===== config.mk =====
export PLATFORM = sky130hd
export DESIGN_NAME = vedt_ctrl
export DESIGN_NICKNAME = d
export VERILOG_FILES = /design/src/design/voxel_euclidean_distance_transform_assert.svh /design/src/design/vedt_pkg.sv /design/src/design/vedt_ctrl.sv
export SDC_FILE = /design/constraint.sdc
export NUM_CORES = 1
export LEC_CHECK = 0
export BUFFER_PORTS_ARGS = -buffer_cell sky130_fd_sc_hd__buf_2
export CAP_MARGIN = 10
export CORE_MARGIN = 10
export CORE_UTILIZATION = 59
export DETAILED_ROUTE_END_ITERATION = 16
export PLACE_DENSITY = 0.83
export SYNTH_ARGS = -nofsm -noshare
export SYNTH_HDL_FRONTEND = slang
export SYNTH_SLANG_ARGS = --single-unit

===== constraint.sdc =====
create_clock -name clk -period 4.9 [get_ports clk]
set_input_delay 1.47 -clock clk [delete_from_list [all_inputs] [get_ports clk]]
set_output_delay 1.47 -clock clk [all_outputs]
set_load 0.005 [all_outputs]

===== src/design/voxel_euclidean_distance_transform_assert.svh =====
// ============================================================================
// Assertion macros for the voxel distance transform
// Concurrent checks that compile away when ASSERT_OFF is defined.
// ============================================================================
`ifndef VOXEL_EUCLIDEAN_DISTANCE_TRANSFORM_ASSERT_SVH
`define VOXEL_EUCLIDEAN_DISTANCE_TRANSFORM_ASSERT_SVH
`ifndef ASSERT_OFF
// Same-cycle implication.
`define VEDT_ASSERT_NOW(lbl, clk, rst, ante, cons, msg) \
  lbl: assert property (@(posedge clk) disable iff (rst) (ante) |-> (cons)) else $error(msg);
// Next-cycle implication.
`define VEDT_ASSERT_NEXT(lbl, clk, rst, ante, cons, msg) \
  lbl: assert property (@(posedge clk) disable iff (rst) (ante) |=> (cons)) else $error(msg);
`else
`define VEDT_ASSERT_NOW(lbl, clk, rst, ante, cons, msg)
`define VEDT_ASSERT_NEXT(lbl, clk, rst, ante, cons, msg)
`endif
`endif


===== src/design/vedt_pkg.sv =====
// ============================================================================
// vedt_pkg
// Shared types and constants for the voxel distance transform.
// ============================================================================
`timescale 1ns / 1ps

package vedt_pkg;

  // Width of a stored distance and the value seeded into free interior cells.
  localparam int DIST_W   = 12;
  localparam int SEED_FAR = 4095;

  // Reset value of the dimension registers.
  localparam logic [5:0] DIM_RESET = 6'd32;

  // Input item kinds.
  localparam logic [1:0] KIND_WRITE = 2'd0;
  localparam logic [1:0] KIND_RUN   = 2'd1;
  localparam logic [1:0] KIND_READ  = 2'd2;

  // Configuration register indexes.
  localparam logic [1:0] CFG_DIM_X = 2'd0;
  localparam logic [1:0] CFG_DIM_Y = 2'd1;
  localparam logic [1:0] CFG_DIM_Z = 2'd2;

  // Axis codes for the line sweeps.
  localparam logic [1:0] AXIS_X = 2'd0;
  localparam logic [1:0] AXIS_Y = 2'd1;
  localparam logic [1:0] AXIS_Z = 2'd2;

  // Datapath operations issued by the controller.
  typedef enum logic [4:0] {
    OP_NONE,
    OP_CLEAR,
    OP_ACCEPT,
    OP_WRITE,
    OP_READ,
    OP_POST,
    OP_SEED_RD,
    OP_SEED_WR,
    OP_LOAD_RD,
    OP_LOAD_WR,
    OP_B_INIT,
    OP_B_RDA,
    OP_B_RDF,
    OP_B_CALC,
    OP_B_CMP,
    OP_E_INIT,
    OP_E_RDC,
    OP_E_CMP,
    OP_E_RDF,
    OP_E_WR
  } op_t;

  typedef struct packed {
    op_t op;
  } cmd_t;

  typedef struct packed {
    logic clear_last;
    logic q_last;
    logic j_last;
    logic i_last;
    logic axis_last;
    logic n_one;
    logic pop;
    logic adv;
    logic out_free;
  } status_t;

endpackage


===== src/design/vedt_ctrl.sv =====
// ============================================================================
// vedt_ctrl
// Sequencer for memory clear, item handling, seeding and the line sweeps.
// ============================================================================
`timescale 1ns / 1ps

module vedt_ctrl (
  input  logic              clk,
  input  logic              rst,
  input  logic              in_valid,
  input  logic [1:0]        kind,
  input  vedt_pkg::status_t stat,
  output logic              in_ready,
  output vedt_pkg::cmd_t    cmd
);
  import vedt_pkg::*;

  typedef enum logic [18:0] {
    S_CLEAR   = 19'd1,
    S_IDLE    = 19'd2,
    S_WRITE   = 19'd4,
    S_READ    = 19'd8,
    S_POST    = 19'd16,
    S_SEED_RD = 19'd32,
    S_SEED_WR = 19'd64,
    S_LOAD_RD = 19'd128,
    S_LOAD_WR = 19'd256,
    S_B_INIT  = 19'd512,
    S_B_RDA   = 19'd1024,
    S_B_RDF   = 19'd2048,
    S_B_CALC  = 19'd4096,
    S_B_CMP   = 19'd8192,
    S_E_INIT  = 19'd16384,
    S_E_RDC   = 19'd32768,
    S_E_CMP   = 19'd65536,
    S_E_RDF   = 19'd131072,
    S_E_WR    = 19'd262144
  } state_t;

  state_t state, state_next;

  // State register; reset starts the memory clear.
  always_ff @(posedge clk) begin
    if (rst) begin
      state <= S_CLEAR;
    end else begin
      state <= state_next;
    end
  end

  assign in_ready = (state == S_IDLE);

  // Next state and the datapath operation for this cycle.
  always_comb begin
    state_next = state;
    cmd.op     = OP_NONE;
    case (state)
      S_CLEAR: begin
        cmd.op = OP_CLEAR;
        if (stat.clear_last) state_next = S_IDLE;
      end
      S_IDLE: begin
        if (in_valid) begin
          cmd.op = OP_ACCEPT;
          case (kind)
            KIND_WRITE: state_next = S_WRITE;
            KIND_RUN:   state_next = S_SEED_RD;
            KIND_READ:  state_next = S_READ;
            default:    state_next = S_IDLE;
          endcase
        end
      end
      S_WRITE: begin
        cmd.op     = OP_WRITE;
        state_next = S_IDLE;
      end
      S_READ: begin
        cmd.op     = OP_READ;
        state_next = S_POST;
      end
      S_POST: begin
        if (stat.out_free) begin
          cmd.op     = OP_POST;
          state_next = S_IDLE;
        end
      end
      S_SEED_RD: begin
        cmd.op     = OP_SEED_RD;
        state_next = S_SEED_WR;
      end
      S_SEED_WR: begin
        cmd.op = OP_SEED_WR;
        if (stat.q_last && stat.j_last && stat.i_last) state_next = S_LOAD_RD;
        else state_next = S_SEED_RD;
      end
      S_LOAD_RD: begin
        cmd.op     = OP_LOAD_RD;
        state_next = S_LOAD_WR;
      end
      S_LOAD_WR: begin
        cmd.op     = OP_LOAD_WR;
        state_next = stat.q_last ? S_B_INIT : S_LOAD_RD;
      end
      S_B_INIT: begin
        cmd.op     = OP_B_INIT;
        state_next = stat.n_one ? S_E_INIT : S_B_RDA;
      end
      S_B_RDA: begin
        cmd.op     = OP_B_RDA;
        state_next = S_B_RDF;
      end
      S_B_RDF: begin
        cmd.op     = OP_B_RDF;
        state_next = S_B_CALC;
      end
      S_B_CALC: begin
        cmd.op     = OP_B_CALC;
        state_next = S_B_CMP;
      end
      S_B_CMP: begin
        cmd.op = OP_B_CMP;
        if (!stat.pop && stat.q_last) state_next = S_E_INIT;
        else state_next = S_B_RDA;
      end
      S_E_INIT: begin
        cmd.op     = OP_E_INIT;
        state_next = S_E_RDC;
      end
      S_E_RDC: begin
        cmd.op     = OP_E_RDC;
        state_next = S_E_CMP;
      end
      S_E_CMP: begin
        cmd.op     = OP_E_CMP;
        state_next = stat.adv ? S_E_RDC : S_E_RDF;
      end
      S_E_RDF: begin
        cmd.op     = OP_E_RDF;
        state_next = S_E_WR;
      end
      S_E_WR: begin
        cmd.op = OP_E_WR;
        if (!stat.q_last) state_next = S_E_RDC;
        else if (stat.j_last && stat.i_last && stat.axis_last) state_next = S_POST;
        else state_next = S_LOAD_RD;
      end
      default: begin
        state_next = S_IDLE;
      end
    endcase
  end

endmodule


# Yosys cells after proc, flatten, opt, wreduce, memory -nomap -nowiden
# Cells that the tools add are included.
[word_totals]
regBits = 19
in_bits = 14
output_inout_bits = 6
word_cells = 48
[op_classes]
eq_ne = 24
n_mux = 15
reduce_logical = 8
[op_table]
columns = ["cell", "n"]
rows = [
  ["19-bit case mux with 18 select lines", 1],
  ["5-bit case mux with 19 select lines", 1],
  ["19-bit 2-to-1 mux", 3],
  ["15-bit 2-to-1 mux", 2],
  ["19-bit by 1-bit equality test with 1-bit output (second input constant)", 1],
  ["19-bit by 10-bit equality test with 1-bit output (second input constant)", 1],
  ["19-bit by 11-bit equality test with 1-bit output (second input constant)", 1],
  ["19-bit by 12-bit equality test with 1-bit output (second input constant)", 1],
  ["19-bit by 13-bit equality test with 1-bit output (second input constant)", 1],
  ["19-bit by 14-bit equality test with 1-bit output (second input constant)", 1],
  ["19-bit by 15-bit equality test with 1-bit output (second input constant)", 1],
  ["19-bit by 16-bit equality test with 1-bit output (second input constant)", 1],
  ["19-bit by 17-bit equality test with 1-bit output (second input constant)", 1],
  ["19-bit by 18-bit equality test with 1-bit output (second input constant)", 1],
  ["19-bit equality test (second input constant)", 1],
  ["19-bit by 2-bit equality test with 1-bit output (second input constant)", 1],
  ["19-bit by 3-bit equality test with 1-bit output (second input constant)", 1],
  ["19-bit by 4-bit equality test with 1-bit output (second input constant)", 1],
  ["19-bit by 5-bit equality test with 1-bit output (second input constant)", 1],
  ["19-bit by 6-bit equality test with 1-bit output (second input constant)", 1],
  ["19-bit by 7-bit equality test with 1-bit output (second input constant)", 1],
  ["19-bit by 8-bit equality test with 1-bit output (second input constant)", 1],
  ["19-bit by 9-bit equality test with 1-bit output (second input constant)", 1],
  ["18-bit 2-to-1 mux", 1],
  ["13 further kinds", 20],
]

# Depth between registers and ports, before layout
[depth]
depth_word = 5
depth_mapped = 8
ltp_nobuf = 7

# Least setup slack after synthesis
# OpenSTA, ideal clock, no wires.
[synth_path]
path_kind = "input -> output"
from = "input stat[0] (netlist name)"
to = "output cmd[0] (netlist name)"
path_slack_ns = 1.303
t_required_ns = 3.430
cell_stages = 5
arrival_ns = 2.127
n_path_buf = 0
path_cell_list = "nand2_1 mux2_2 o41ai_1 nor3_1 nand3_1"
[synth_rtl]
columns = ["item", "line_no", "rtl"]
rows = [
  ["from (decl)", "vedt_ctrl.sv:12", "input vedt_pkg::status_t stat,"],
  ["to (decl)", "vedt_ctrl.sv:14", "output vedt_pkg::cmd_t cmd"],
]

==> summary.md <==
| Metric | Value |
|---|---|
| Status | `complete, no violations` |
| Max FFs per register | `19` |
| Leak pwr | `0.577 nW` |
| GP Congestion | `0.891` |
| H-tree depth | `1` |
| Area leader, netlist | `dfxtp_1` |
| WL per Instance | `roughly 16 µm` |
| RSZ-0062 raised after global routing | `false` |
| Area of the multi-input gates | `between 800 and 900 µm²` |
| Seq cells post-synth | `19` |
| First-pass GRT wire length | `5.51 mm` |
| Worst Path Arrival | `2.42 ns` |
| CTS tree | `yes` |
| I/O Buffers | `19` |
| Largest Register | `state` |
| Synth top area share | `0.304` |
| # fillers | `160` |
| Max_cap viols | `0` |
| R2r worst-path depth | `6` |
| Syn_nets | `between 150 and 200` |
| FF-to-FF End | `state[1]$_SDFFE_PP0P_` |
| Nature of the critical path endpoint | `output pin` |
| I/O pin cnt | `20` |
| Sequential cell area | `380 µm²` |
| HP Class | `register to register` |
| M3 GR Usage | `0.0373` |
| Hold Crit Start | `state[15]$_SDFFE_PP0P_` |
| Reg clk slew, reported paths | `0.11 ns` |
| Die Y | `66.1 µm` |
| Post-Synthesis Cell Area | `approximately 1300 µm²` |
| Vias in the first global route | `1173` |
| Critical Path Source | `stat[0]` |
| Crit path max fanout | `3` |
| Main synth FF type | `dfxtp_1` |
| Chip Width | `~66 µm` |
| Post-route ant nets | `0` |
| Met1 Use GR | `0.198` |
| Reg-to-Reg Start | `state[0]$_SDFFE_PP1P_` |
| Root Buffer | `clkbuf_4` |
| Number of CTS-inserted buffers | `3` |
| Tmin final | `3.89 ns` |
| Nets | `188` |
| Worst Hold Depth | `2` |
| Crit start category | `input port` |
| # rows | `16` |
| Post-synth EDFFs | `0` |
| Initial Utilization | `0.631` |
| Placement Cell Area | `1360 µm²` |
| CP required | `3.43 ns` |
| Vias per std cell | `6.29` |
| Initial antenna violation count | `0` |
| Mean post-synth cell area | `8.12 µm²` |
| Met2 usage | `0.248` |
| Regs by FF count | `state x19` |
| R2r setup slk | `2.78 ns` |
| Yosys cell types | `47` |
| Synthesis Warnings | `0` |
| Pwr dens | `215 nW/µm²` |
| Antenna diodes | `0` |
| Clock Sinks | `19` |
| Core Area | `1980 µm²` |
| GRT busiest layer | `met2` |
| Crit share post-route | `0.794` |
| Fmax | `257 MHz` |
| Gr usage total | `0.156` |
| Final Hold Viols | `0` |
| DRT Pass-1 Iters | `4` |
| Die ar. | `4360 µm²` |
| Later-pin clock latency in the skew report | `0.30 ns` |
| Setup_tns | `0 ns` |
| DPL Wire Length | `about 2.5 mm` |
| Maximum VDD drop | `0.188 mV` |
| Share of cells above drive strength 1 | `0.208` |
| Slew headroom | `0.672` |
| Largest net degree at the start of global routing | `17` |
| Seq/Total Area, Yosys | `0.304` |
| DR vias | `roughly 1300` |
| End point of the critical path | `cmd[0]` |
| Pwr Total | `0.298 mW` |
| Post-Route WL | `3.24 mm` |
| Grt total ovfl | `0` |
| Synth Instances | `154` |
| Commonest non-fill, non-tap cells in the layout | `nor2_1 (23), buf_2 (19), dfxtp_1 (19)` |
| Post-CTS Resized | `0` |
| Drt drc | `0` |
| Hold bufs inserted after CTS | `0` |
| Setup violators final | `0` |
| Clock skew | `0.00543 ns` |
| Asr flop ratio synth | `0` |
| Max Slew Vio Count | `0` |
| Final Cell Area | `1390 µm²` |
| Top cells by area, synth | `dfxtp_1 (30%), nor2_1 (6.9%), nor4_4 (5.1%), nand2_1 (4.5%), and3_1 (3.0%)` |
| Most common cell after layout, fill and taps aside | `nor2_1` |
| Area growth, synth to finish | `11.0%` |
| Postcts setup bufs | `0` |
| Critical path class | `input port to output pin` |
| Iter 0 DRT Violations | `89` |
| Slew @ Worst Pin | `0.488 ns` |
| Clk buf depth | `2` |
[cell families after synthesis]
group	after synthesis	synth area share
multiplexers	1	0.00900
AO/OA/AOI/OAI	24	0.140
AND/OR/NAND/NOR	94	0.477
flip-flops	19	0.304
buffers and inverters	11	0.0350
XOR/XNOR	5	0.0350
[cell usage after synthesis (3+ instances only)]
cell	instances
dfxtp_1	19
nand4b_1	3
o21ai_0	6
nor4_4	3
nor3_1	6
xor2_1	3
nand3_1	7
nor2_1	23
nor4_1	6
nand2_1	15
inv_1	6
a32oi_1	3
and3_1	6
nand3b_1	3
[per-layer routing]
metal | part of all wire | wire, µm
met1 | 0.43 | 1390
met2 | 0.46 | 1500
met3 | 0.086 | 277
met4 | 0.022 | 71
met5 | 0 | 0
[final cells by class]
class | instances | share of cell area
flip-flops and latches | 19 | 0.274
inverters | 7 | 0.0189
clock buffers | 4 | 0.0189
repair buffers | 19 | 0.0685
well taps | 27 | 0.0243
multi-input cells | 124 | 0.595
[per-stage QoR]
stage | utilization | worst slack [ns] | std cells | hold WS [ns]
floorplan | - | 1.30 | 154 | 0.489
global placement | 0.688 | 1.03 | 196 | 0.530
detailed placement | 0.688 | 1.03 | 196 | 0.536
CTS | 0.701 | 1.02 | 200 | 0.548
global route | 0.701 | 0.727 | 200 | 0.604
finish | 0.701 | 1.01 | 200 | 0.550
[power by group]
part	switching (mW)	internal, mW	leakage (nW)
clock	0.0501	0.0317	0.0150
combinational	0.0309	0.0227	0.408
sequential	0.00575	0.157	0.154
[worst max-delay path, stage by stage]
cell,delay [ns]
buf_2,0.09
nand2_1,0.04
mux2_2,0.27
o41ai_1,0.24
nor3_1,0.09
nand3_1,0.09
buf_2,0.11
[worst min path at each step]
stage / to / slack, ns
after floorplan: state[16]$_SDFFE_PP0P_ / 0.49
after global placement: state[16]$_SDFFE_PP0P_ / 0.53
after detailed placement: state[16]$_SDFFE_PP0P_ / 0.54
after CTS: state[16]$_SDFFE_PP0P_ / 0.55
after global routing: state[16]$_SDFFE_PP0P_ / 0.60
final: state[16]$_SDFFE_PP0P_ / 0.55
Note: power is estimated with default switching activity, not from simulation.
